$ cat src/sv/ald_div.sv
`timescale 1ns / 1ps
module ald_div #(
  parameter int DVW = 16
) (
  input  logic           clk,
  input  logic           rst_n,
  input  logic           start,
  input  logic [DVW-1:0] dividend,
  input  logic [7:0]     divisor,
  output logic           done,
  output logic [DVW-1:0] quot,
  output logic [7:0]     rem
);
  localparam int CW = $clog2(DVW + 1);

  logic [DVW-1:0] acc_r;
  logic [7:0]     rem_r;
  logic [CW-1:0]  cnt_r;
  logic           busy_r;
  logic           done_r;
  logic [8:0]     trial;
  logic           qbit;

  // one quotient bit per cycle, restoring
  always_comb begin
    trial = {rem_r, acc_r[DVW-1]};
    qbit  = (trial >= {1'b0, divisor});
  end

  always_ff @(posedge clk) begin
    if (!rst_n) begin
      busy_r <= 1'b0;
      done_r <= 1'b0;
      cnt_r  <= '0;
    end else begin
      done_r <= 1'b0;
      if (start) begin
        busy_r <= 1'b1;
        cnt_r  <= '0;
      end else if (busy_r) begin
        cnt_r <= cnt_r + 1'b1;
        if (cnt_r == CW'(DVW - 1)) begin
          busy_r <= 1'b0;
          done_r <= 1'b1;
        end
      end
    end
  end

  always_ff @(posedge clk) begin
    if (start) begin
      acc_r <= dividend;
      rem_r <= '0;
    end else if (busy_r) begin
      acc_r <= {acc_r[DVW-2:0], qbit};
      rem_r <= qbit ? 8'(trial - {1'b0, divisor}) : trial[7:0];
    end
  end

  assign done = done_r;
  assign quot = acc_r;
  assign rem  = rem_r;

endmodule

$ cat config.mk
export PLATFORM = sky130hd
export DESIGN_NAME = ald_div
export DESIGN_NICKNAME = d
export VERILOG_FILES = /design/src/sv/ald_div.sv
export SDC_FILE = /design/constraint.sdc
export NUM_CORES = 1
export LEC_CHECK = 0
export ABC_CLOCK_PERIOD_IN_PS = 1900
export BUFFER_PORTS_ARGS = -buffer_cell sky130_fd_sc_hd__buf_2
export CORE_MARGIN = 2
export CORE_UTILIZATION = 46
export CTS_CLUSTER_SIZE = 10
export DETAILED_ROUTE_END_ITERATION = 7
export GPL_ROUTABILITY_DRIVEN = 0
export PLACE_DENSITY_LB_ADDON = 0.3
export SLEW_MARGIN = 20
export SYNTH_ARGS = -nofsm -noshare
export SYNTH_HDL_FRONTEND = slang
export SYNTH_SLANG_ARGS = --single-unit
$ cat constraint.sdc
create_clock -name clk -period 1.9 [get_ports clk]
set_clock_uncertainty 0.2 [all_clocks]
set_input_delay 0.38 -clock clk [delete_from_list [all_inputs] [get_ports clk]]
set_output_delay 0.38 -clock clk [all_outputs]
set_load 0.03 [all_outputs]
Word level (Yosys, flattened, before mapping)
Cells that the tools add are included.
{"block": "word_totals", "ff_bits": 31, "in_bits": 27, "out_inout_bits": 25, "wordCells": 21}
{"block": "op_classes", "add_sub_neg": 2, "n_lt_le_gt_ge": 1, "eq_ne": 1, "muxes": 7, "n_bitwise": 2, "n_reduce_logical": 3}
{"op": "$mux W16", "n": 2}
{"op": "$ge A9 B8 Y1", "n": 1}
{"op": "$mux W8", "n": 1}
{"op": "$sub A8 B8 Y8", "n": 1}
{"op": "$add A5 B1 Y5 const B", "n": 1}
{"op": "$eq A5 B4 Y1 const B", "n": 1}
{"op": "$mux W1", "n": 4}
{"op": "$reduce_or A3 Y1", "n": 1}
{"op": "$not A1 Y1", "n": 2}
{"op": "$reduce_bool A2 Y1", "n": 1}
{"op": "$reduce_or A2 Y1", "n": 1}

Depth between registers and ports, before layout
Gate-level depths: netlist of the first run.
{"block": "logic_depth", "ltp_word": 4, "depth_mapped": 8, "ltp_nobuf": 8}

Worst setup path before layout of the first run
Ideal clock, no wire load.
{"block": "synth_timing", "path_type": "flip-flop to flip-flop", "from": "register acc_r[15], in the netlist quot[15]", "to": "register rem_r[6], in the netlist rem[6]", "setup_time_ps": 121, "arrival_ps": 1816, "t_required_ps": 1579, "slack_ps": -237, "path_stages_with_launch": 9, "path_buffers": 0, "synth_period_minus_slack_ps": 2137, "path_cell_list": "edfxtp_1 -> inv_1 -> ha_1 -> fa_1 -> nor2b_1 -> o211ai_1 -> mux2i_1 -> nor3_1 -> o31ai_1"}
{"block": "synth_between", "elab_chain_cells": 2, "elab_cells_between_ends": 3, "cone_classes": "add/sub: 1; order compare: 1; mux: 1"}
{"item": "start: declaration", "line": "16", "source": "logic [DVW-1:0] acc_r;"}
{"item": "start signal: assignment", "line": "52", "source": "acc_r <= dividend;"}
{"item": "start signal: assignment", "line": "55", "source": "acc_r <= {acc_r[DVW-2:0], qbit};"}
{"item": "$sub A8 B8 Y8 / $ge A9 B8 Y1 (equally long branches)", "line": "56, 27"}
{"item": "$mux W8 (*)", "line": "56", "source": "rem_r <= qbit ? 8'(trial - {1'b0, divisor}) : trial[7:0];"}
{"item": "end signal: assignment", "line": "56"}
{"item": "end: declaration", "line": "17", "source": "logic [7:0] rem_r;"}
Every way passes the cells marked *; elsewhere a longest branch is shown, timed or not.
A chain may end at the register's enable or synchronous reset.

Worst setup path in the final report of the first run
Same ends and word-level chain as after synthesis.

==> impl_metrics.csv, run 1 <==
group,metric,value,unit
global_route,grt_pass1_wl,6.46,mm
critical_path,required,1.88,ns
worst_hold_path,holdPathEnd,"busy_r$_SDFF_PN0_",
critical_path,crit_path_end_kind,"flop",
floorplanning,fp.coreArea,3630,sq um
clock_tree,cts_buffer_depth,2,
sta,timing.slew.headroom,68.3,%
finish,n_fill_cell,302,
sta,hold_viol_final,0,
sta,setup_viol,1,
outcome,status,"finished with violations",
place,place_hpwl,2.79,mm
floorplanning,dieArea,4290,sq um
yosys,synth_area,1740,sq um
global_route,grtUsageMet1,25.1,%
yosys,yosys_warnings,0,
critical_path,reg2reg_depth,8,
finish,num_antenna_cells,0,
yosys,syn-num-nets,203,
floorplanning,die_w,65.5,um
power_and_ir_drop,p_total,1.75,mW
routing,post_drt_wl_per_cell,13.1,um
floorplanning,start_util,47.8,%
power_and_ir_drop,ir_drop,0.000426,V
routing,vias_per_cell,5.04,
finish,drive_gt1_share,50.4,%
critical_path,r2r_end,"rem[6]$_SDFFE_PP0P_",
critical_path,path_class,"flop to flop",
clock_tree,hold_buffers,0,
place,portBuffers,51,
clock_tree,cts_tree,"yes",
global_route,antenna_found_initial,0,
critical_path,r2r-start,"quot[15]$_DFFE_PP_",
yosys,synth-edff-count,16,
finish,final_nets,283,
global_route,grt_util_met3,6.34,%
yosys,syn_inst,165,
critical_path,cp_cell_sequence,"inv_2, ha_4, fa_2, nor2b_4, o211ai_1, mux2i_1, nor3_2, o31ai_1",
routing,ant_nets,0,
critical_path,reg2reg_slack,-0.11,ns
power_and_ir_drop,leakagePower,1.10,nW
global_route,first_global_vias,1440,
routing,first_pass_iters,4,
global_route,use_met2,32.8,%
sta,rsz0062_at_grt,"true",
sta,fin_crit_sh,106,%
critical_path,critical_path_buf_inv_count,1,
yosys,synth.largest_area_cell,"edfxtp_1",
power_and_ir_drop,powerDensity,715,nW/um^2
global_route,grt_max_degree,24,
sta,setup_ws,-0.115,ns
yosys,ys_async_sr_fraction,0,%
yosys,syn_avg_cell_area,10.5,sq um
yosys,ys_seq_area_share,44.9,%
critical_path,cp_data_arrival_time,1.99,ns
yosys,synth_top_area_share,27.6,%
clock_tree,h-tree-depth,2,
critical_path,cp_slowest_cell,"edfxtp_1",
sta,fmax,496,MHz
sta,worstMarginPinSlew,0.475,ns
routing,num_vias,1481,
yosys,synthTopCellsByArea,"edfxtp_1, dfxtp_1, mux2_2",
floorplanning,ios,52,
yosys,ys_types,38,
yosys,synth_seq_cells,31,
clock_tree,cts.sinks,31,
critical_path,cp_slowest_stage_delay,0.39,ns
routing,wl,3.86,mm
routing,drtIter0Drc,66,
sta,tns,-0.115,ns
critical_path,start_kind,"flop",
worst_hold_path,hp-class,"primary input to flop",
global_route,grt_use_total,19.8,%
floorplanning,die_y,65.5,um
finish,area_growth,40.5,%
critical_path,cp_max_fo,3,
floorplanning,num_rows,22,
global_route,busiest_layer,"met2",
yosys,ys_dominant_reg_cell,"edfxtp_1",
job,drv_cap,0,
routing,drc,0,
clock_tree,clk_pin_slew_worst_paths,0.06,ns
clock_tree,numCtsBuffers,5,
clock_tree,clock_latency,0.27,ns
sta,slew_viol_final,0,
worst_hold_path,hold_start,"rst_n",
global_route,overflow,0,
worst_hold_path,hold_depth,2,
clock_tree,root_buffer,"clkbuf_8",
critical_path,cp_top_family,"adder cells",
sta,fin_crit,2.01,ns
outcome,violations,"setup timing",
-- final cells by class --
cell class / count / area, sq um / area share (%)
clock buffer: 7 / 76.3 / 3.13
clock inverter: 1 / 5.00 / 0.205
inverter: 15 / 56.3 / 2.31
multi-input combinational: 115 / 981 / 40.2
sequential: 31 / 787 / 32.2
tap: 48 / 60.1 / 2.46
timing repair buffer: 77 / 475 / 19.5
-- kinds of logic (layout without fill, tap and decap cells) --
| group | count (synthesis) | after routing | share of synthesized area, % |
|---|---|---|---|
| compound gates | 29 | 29 | 12.5 |
| mux | 20 | 20 | 12.6 |
| fa+ha+maj | 11 | 11 | 8.35 |
| xor+xnor | 7 | 7 | 3.53 |
| flops | 31 | 31 | 44.9 |
| buf+inv | 19 | 100 | 4.54 |
| simple gates | 48 | 48 | 13.6 |
-- cells in the mapped netlist, types with 2 or more instances --
| library cell | n |
|---|---|
| edfxtp_1 | 16 |
| dfxtp_1 | 15 |
| inv_1 | 15 |
| mux2_2 | 15 |
| nor2_1 | 15 |
| ha_1 | 10 |
| nand2_1 | 9 |
| nor2b_1 | 6 |
| mux2i_1 | 5 |
| nand2b_1 | 5 |
| o21ai_1 | 5 |
| a211oi_1 | 4 |
| xnor2_1 | 4 |
| a21oi_2 | 3 |
| a32oi_1 | 3 |
| buf_1 | 3 |
| nand3_1 | 3 |
| o21ai_0 | 3 |
| xor2_1 | 3 |
| a21oi_1 | 2 |
| and3_1 | 2 |
| o31ai_1 | 2 |
| or2_1 | 2 |
-- metrics by stage --
step	std cells	hold WS, ns	setup WS (ns)	area [sq um]	util [%]
4_1_cts	293	0.130	-0.117	2390	65.7
5_1_grt	294	0.140	-0.222	2440	67.2
3_3_place_gp	285	0.265	-0.216	2260	62.3
3_5_place_dp	285	0.275	-0.295	2260	62.3
2_1_floorplan	165	0.256	-0.152	1760	-
6_report	294	0.136	-0.115	2440	67.2
-- sequential cells by signal, summed over array words and instances, names as in the netlist --
name and count:
quot 16, cnt_r 5, rem 8, busy_r 1, done 1
-- how the worst max path moves through the flow --
stage | slack [ns] | to | depth (start not counted) | startpoint
CTS | -0.12 | rem[6]$_SDFFE_PP0P_ | 8 | quot[15]$_DFFE_PP_
finish | -0.11 | rem[6]$_SDFFE_PP0P_ | 8 | quot[15]$_DFFE_PP_
detailed placement | -0.29 | rem[0]$_SDFFE_PP0P_ | 9 | divisor[6]
global placement | -0.22 | rem[0]$_SDFFE_PP0P_ | 9 | divisor[6]
global route | -0.22 | rem[6]$_SDFFE_PP0P_ | 8 | quot[15]$_DFFE_PP_
floorplan | -0.15 | rem[6]$_SDFFE_PP0P_ | 8 | quot[15]$_DFFE_PP_
-- power by group --
part,internal (mW),switching [mW]
registers,0.763,0.0301
logic,0.216,0.257
clock network,0.256,0.224
total,1.23,0.511
-- timing repair --
item                       4_1_cts  5_1_grt
pin swaps                        0        5
setup buffers                    0        1
setup endpoints to repair        5        7
gates cloned                     0        0
resized for setup                7        7
-- worst register-to-register path: stages (launching register included) --
cell and delay, ns:
edfxtp_1 0.39, inv_2 0.06, ha_4 0.16, fa_2 0.36
nor2b_4 0.13, o211ai_1 0.11, mux2i_1 0.23, nor3_2 0.08
o31ai_1 0.20
-- routing by layer --
layer  vias to the layer above  part of all wire (%)
met5                         -                     0
met4                         0                  0.67
met3                         4                   4.1
met2                        40                    50
met1                       687                    45
li1                        750                     -
-- cells in the final DEF, fill, tap and decap left out, types with 4 or more instances in the layout --
master	synthesis	routed
mux2_2	15	15
nor2b_1	6	4
a211oi_1	4	4
ha_1	10	5
buf_4	0	24
nand2_1	9	9
dfxtp_1	15	10
nand2b_1	5	5
buf_2	0	51
ha_4	0	5
nor2_1	15	15
inv_1	15	14
edfxtp_1	16	16
clkbuf_8	0	5
dfxtp_2	0	5
o21ai_1	5	5
mux2i_1	5	5
Note: power is estimated with default switching activity, not from simulation.
==> run 2, diff against run 1 <==
--- a/config.mk
+++ b/config.mk
@@ -6,7 +6,7 @@
 export NUM_CORES = 1
 export LEC_CHECK = 0
 export ABC_CLOCK_PERIOD_IN_PS = 1900
-export BUFFER_PORTS_ARGS = -buffer_cell sky130_fd_sc_hd__buf_2
+export BUFFER_PORTS_ARGS = -buffer_cell sky130_fd_sc_hd__buf_4
 export CORE_MARGIN = 2
 export CORE_UTILIZATION = 46
 export CTS_CLUSTER_SIZE = 10
==> constraint.sdc (replaced) <==
create_clock -name clk -period 1.9 [get_ports clk]
set_clock_uncertainty 0.2 [all_clocks]
set_input_delay 0.38 -clock clk [delete_from_list [all_inputs] [get_ports clk]]
set_output_delay 0.38 -clock clk [all_outputs]
set_load 0.1 [all_outputs]
==> impl_metrics.csv, run 2 (synthesized netlist as in run 1, its figures left out) <==
group,metric,value,unit
routing,post_drt_wl_per_cell,13.3,um
sta,rsz0062_at_grt,"true",
power_and_ir_drop,ir_drop,0.000536,V
job,drv_cap,0,
clock_tree,cts_tree,"yes",
clock_tree,numCtsBuffers,5,
routing,vias_per_cell,5.04,
floorplanning,num_rows,22,
floorplanning,ios,52,
clock_tree,cts.sinks,31,
critical_path,r2r-start,"quot[15]$_DFFE_PP_",
finish,final_cell_count_no_fill,295,
critical_path,reg2reg_slack,-0.02,ns
critical_path,r2r_end,"rem[6]$_SDFFE_PP0P_",
power_and_ir_drop,p_total,2.07,mW
global_route,grt_pass1_wl,6.52,mm
place,place_ws,-0.249,ns
outcome,violations,"setup timing",
sta,fmax,520,MHz
place,place_hpwl,2.85,mm
global_route,first_global_vias,1518,
sta,fin_crit_sh,101,%
routing,drtIter0Drc,35,
finish,area_growth,50.0,%
sta,setup_viol,1,
floorplanning,fp.coreArea,3630,sq um
place,dpl-instance-area,2380,sq um
sta,slew_viol_final,0,
clock_tree,hold_buffers,0,
critical_path,start_kind,"flop",
finish,drive_gt1_share,52.2,%
finish,final_util,71.8,%
floorplanning,die_w,65.5,um
place,dp_cells,284,
global_route,grt_use_total,20.4,%
routing,first_pass_iters,4,
global_route,overflow,0,
global_route,antenna_found_initial,0,
worst_hold_path,hold_start,"rst_n",
floorplanning,dieArea,4290,sq um
sta,setup_ws,-0.0229,ns
critical_path,cp_slowest_cell,"edfxtp_1",
floorplanning,start_util,47.8,%
place,portBuffers,51,
sta,hold_viol_final,0,
critical_path,path_class,"flop to flop",
worst_hold_path,holdPathEnd,"busy_r$_SDFF_PN0_",
worst_hold_path,hp-class,"primary input to flop",
global_route,grt_max_degree,24,
clock_tree,clk_pin_slew_worst_paths,0.07,ns
power_and_ir_drop,powerDensity,792,nW/um^2
critical_path,cp_data_arrival_time,1.90,ns
sta,worstMarginPinSlew,0.550,ns
finish,stdcell_area,2610,sq um
sta,hold_slack,0.116,ns
finish,final_common_cell,"buf_4",
critical_path,required,1.87,ns
sta,fin_crit,1.92,ns
clock_tree,clock_latency,0.29,ns
finish,final_nets,284,
critical_path,cp_max_fo,3,
power_and_ir_drop,leakagePower,1.15,nW
routing,ant_nets,0,
floorplanning,die_y,65.5,um
outcome,status,"finished with violations",
finish,num_antenna_cells,0,
sta,timing.slew.headroom,63.3,%
finish,mostFrequentLayoutCells,"buf_4, edfxtp_1, mux2_2",
clock_tree,cts_buffer_depth,2,
routing,wl,3.92,mm
routing,drc,0,
routing,num_vias,1488,
clock_tree,h-tree-depth,2,
critical_path,cp_cell_sequence,"inv_2, ha_4, fa_2, nor2b_2, o211ai_1, mux2i_1, nor3_1, o31ai_1",
sta,tns,-0.0229,ns
critical_path,cp_slowest_stage_delay,0.38,ns
finish,largest_register_ffs,16,
clock_tree,root_buffer,"clkbuf_8",
critical_path,reg2reg_depth,8,
worst_hold_path,hold_depth,2,
critical_path,crit_path_end_kind,"flop",
-- run 2: layer usage --
layer,GRT usage [%],part of all wire [%],vias to the layer above
li1,-,-,751
met2,33.4,51,35
met5,0,0,-
met3,8.05,5.7,6
met1,24.4,42,696
met4,7.03,1.2,0
-- run 2: power breakdown --
group	leakage (nW)	switching [mW]	internal [mW]
logic	0.813	0.487	0.253
clock network	0.0459	0.242	0.290
registers	0.286	0.0315	0.763
-- run 2: cell type report --
type / instances / area [sq um]
Fill cell: 275 / 1030
Multi-Input combinational cell: 115 / 1000
Sequential cell: 31 / 788
Timing Repair Buffer: 78 / 609
Clock buffer: 7 / 86.3
Tap cell: 48 / 60.1
Inverter: 15 / 56.3
Clock inverter: 1 / 3.75
-- run 2: critical path: cells and delay by family, from the launching register on --
family                     cells  cell delay, ns
adders and majority gates      2            0.50
DFF                            1            0.38
muxes                          1            0.13
and+or+nand+nor                2            0.35
AOI/OAI and AO/OA              2            0.20
buffers and inverters          1            0.06
-- run 2: worst max-delay path by stage --
stage / slack, ns / depth (start not counted) / start / to
after global routing: -0.15 / 8 / quot[15]$_DFFE_PP_ / rem[6]$_SDFFE_PP0P_
final: -0.02 / 8 / quot[15]$_DFFE_PP_ / rem[6]$_SDFFE_PP0P_
after CTS: -0.05 / 8 / quot[15]$_DFFE_PP_ / rem[6]$_SDFFE_PP0P_
after floorplan: -0.63 / 8 / quot[15]$_DFFE_PP_ / rem[6]$_SDFFE_PP0P_
after global placement: -0.16 / 9 / divisor[6] / rem[0]$_SDFFE_PP0P_
after detailed placement: -0.25 / 9 / divisor[6] / rem[0]$_SDFFE_PP0P_
-- run 2: repair_timing --
item | in CTS | in global routing
buffers inserted | 3 | 0
gates resized for setup | 4 | 14
setup endpoints to repair | 5 | 8
pin swaps | 4 | 3
==> run 3, diff against run 2 <==
--- a/config.mk
+++ b/config.mk
@@ -8,7 +8,7 @@
 export ABC_CLOCK_PERIOD_IN_PS = 1900
 export BUFFER_PORTS_ARGS = -buffer_cell sky130_fd_sc_hd__buf_4
 export CORE_MARGIN = 2
-export CORE_UTILIZATION = 46
+export CORE_UTILIZATION = 45
 export CTS_CLUSTER_SIZE = 10
 export DETAILED_ROUTE_END_ITERATION = 7
 export GPL_ROUTABILITY_DRIVEN = 0
==> impl_metrics.csv, run 3 (synthesized netlist as in run 1, its figures left out) <==
group,metric,value,unit
sta,slew_viol_final,0,
critical_path,critical_path_buf_inv_count,1,
clock_tree,numCtsBuffers,5,
global_route,overflow,0,
sta,hold_viol_final,0,
clock_tree,root_buffer,"clkbuf_8",
floorplanning,fp.coreArea,3690,sq um
sta,timing.slew.headroom,73.2,%
critical_path,r2r_end,"rem[6]$_SDFFE_PP0P_",
routing,post_drt_wl_per_cell,13.0,um
floorplanning,dieArea,4380,sq um
worst_hold_path,hold_depth,2,
finish,area_growth,45.2,%
sta,setup_ws,-0.0354,ns
critical_path,reg2reg_depth,8,
critical_path,cp_slowest_cell,"edfxtp_1",
critical_path,cp_data_arrival_time,1.90,ns
critical_path,required,1.87,ns
routing,wl,3.85,mm
sta,rsz0062_at_grt,"true",
finish,largest_register_ffs,16,
critical_path,reg2reg_slack,-0.04,ns
critical_path,cp_max_fo,3,
global_route,grt_max_degree,24,
sta,worstMarginPinSlew,0.401,ns
sta,fmax,517,MHz
floorplanning,num_rows,22,
outcome,status,"finished with violations",
power_and_ir_drop,ir_drop,0.000728,V
job,drv_cap,0,
floorplanning,start_util,47.1,%
place,portBuffers,51,
finish,mostFrequentLayoutCells,"buf_4, edfxtp_1, mux2_2, nor2_1, inv_1",
finish,final_common_cell,"buf_4",
finish,num_antenna_cells,0,
worst_hold_path,hp-class,"primary input to flop",
place,dpl-instance-area,2380,sq um
place,place_hpwl,2.94,mm
global_route,first_global_vias,1484,
finish,stdcell_area,2520,sq um
critical_path,r2r-start,"quot[15]$_DFFE_PP_",
critical_path,cp_cell_sequence,"inv_2, ha_4, fa_2, nor2b_2, o211ai_1, mux2i_1, nor3_1, o31ai_1",
critical_path,cp_slowest_stage_delay,0.40,ns
place,dp_cells,286,
critical_path,start_kind,"flop",
clock_tree,cts.sinks,31,
floorplanning,die_y,66.1,um
global_route,antenna_found_initial,0,
routing,num_vias,1485,
clock_tree,cts_buffer_depth,2,
outcome,violations,"setup timing",
place,place_ws,-0.194,ns
sta,setup_viol,1,
clock_tree,hold_buffers,0,
sta,fin_crit,1.94,ns
worst_hold_path,hold_start,"rst_n",
critical_path,path_class,"flop to flop",
routing,vias_per_cell,5.02,
finish,final_cell_count_no_fill,296,
sta,fin_crit_sh,102,%
clock_tree,clk_pin_slew_worst_paths,0.06,ns
worst_hold_path,holdPathEnd,"busy_r$_SDFF_PN0_",
clock_tree,cts_tree,"yes",
floorplanning,ios,52,
routing,drc,0,
clock_tree,clock_latency,0.28,ns
finish,final_nets,285,
power_and_ir_drop,powerDensity,795,nW/um^2
critical_path,crit_path_end_kind,"flop",
floorplanning,die_w,66.1,um
clock_tree,h-tree-depth,2,
power_and_ir_drop,leakagePower,1.13,nW
routing,drtIter0Drc,44,
global_route,grt_pass1_wl,6.28,mm
critical_path,cp_top_family,"adder cells",
finish,drive_gt1_share,49.2,%
routing,first_pass_iters,4,
routing,ant_nets,0,
finish,final_util,68.4,%
global_route,grt_use_total,19.1,%
power_and_ir_drop,p_total,2.01,mW
## run 3: final cells by class
cell class,count,area [sq um]
fill,305,1160
clock inverter,2,8.76
sequential,31,788
timing repair buffer,79,601
tap,48,60.1
inverter,15,56.3
multi-input combinational,115,937
clock buffer,6,72.6
## run 3: power by group
group	switching (mW)	internal, mW	leakage (nW)
Sequential	0.0302	0.763	0.286
Combinational	0.479	0.244	0.800
Clock	0.238	0.251	0.0426
## run 3: how the worst max path moves through the flow
stage,startpoint,to,cells past startpoint
CTS,quot[15]$_DFFE_PP_,rem[6]$_SDFFE_PP0P_,8
global placement,divisor[6],rem[0]$_SDFFE_PP0P_,9
finish,quot[15]$_DFFE_PP_,rem[6]$_SDFFE_PP0P_,8
floorplan,quot[15]$_DFFE_PP_,rem[6]$_SDFFE_PP0P_,8
detailed placement,divisor[6],rem[0]$_SDFFE_PP0P_,9
global route,quot[15]$_DFFE_PP_,rem[6]$_SDFFE_PP0P_,8
## run 3: metrics by stage
stage               hold WS, ns  TNS [ns]
floorplan                 0.256     -4.49
CTS                       0.109   -0.0511
finish                    0.116   -0.0354
global route              0.133    -0.425
global placement          0.266    -0.744
detailed placement        0.282    -0.934
## run 3: what timing repair did
item | 4_1_cts | 5_1_grt
gates resized for setup | 3 | 4
setup buffers | 0 | 2
pin swaps | 3 | 3
cloned | 0 | 0
endpoints found under the setup margin | 3 | 7
## run 3: per-layer routing
layer / GRT usage (%) / routed length [um] / share of wire [%] / vias up
met5: 0 / 0 / 0 / -
met4: 6.12 / 38 / 0.99 / 0
met3: 5.96 / 266 / 6.9 / 5
met2: 32.3 / 1920 / 50 / 46
met1: 22.9 / 1630 / 42 / 678
li1: - / - / - / 756
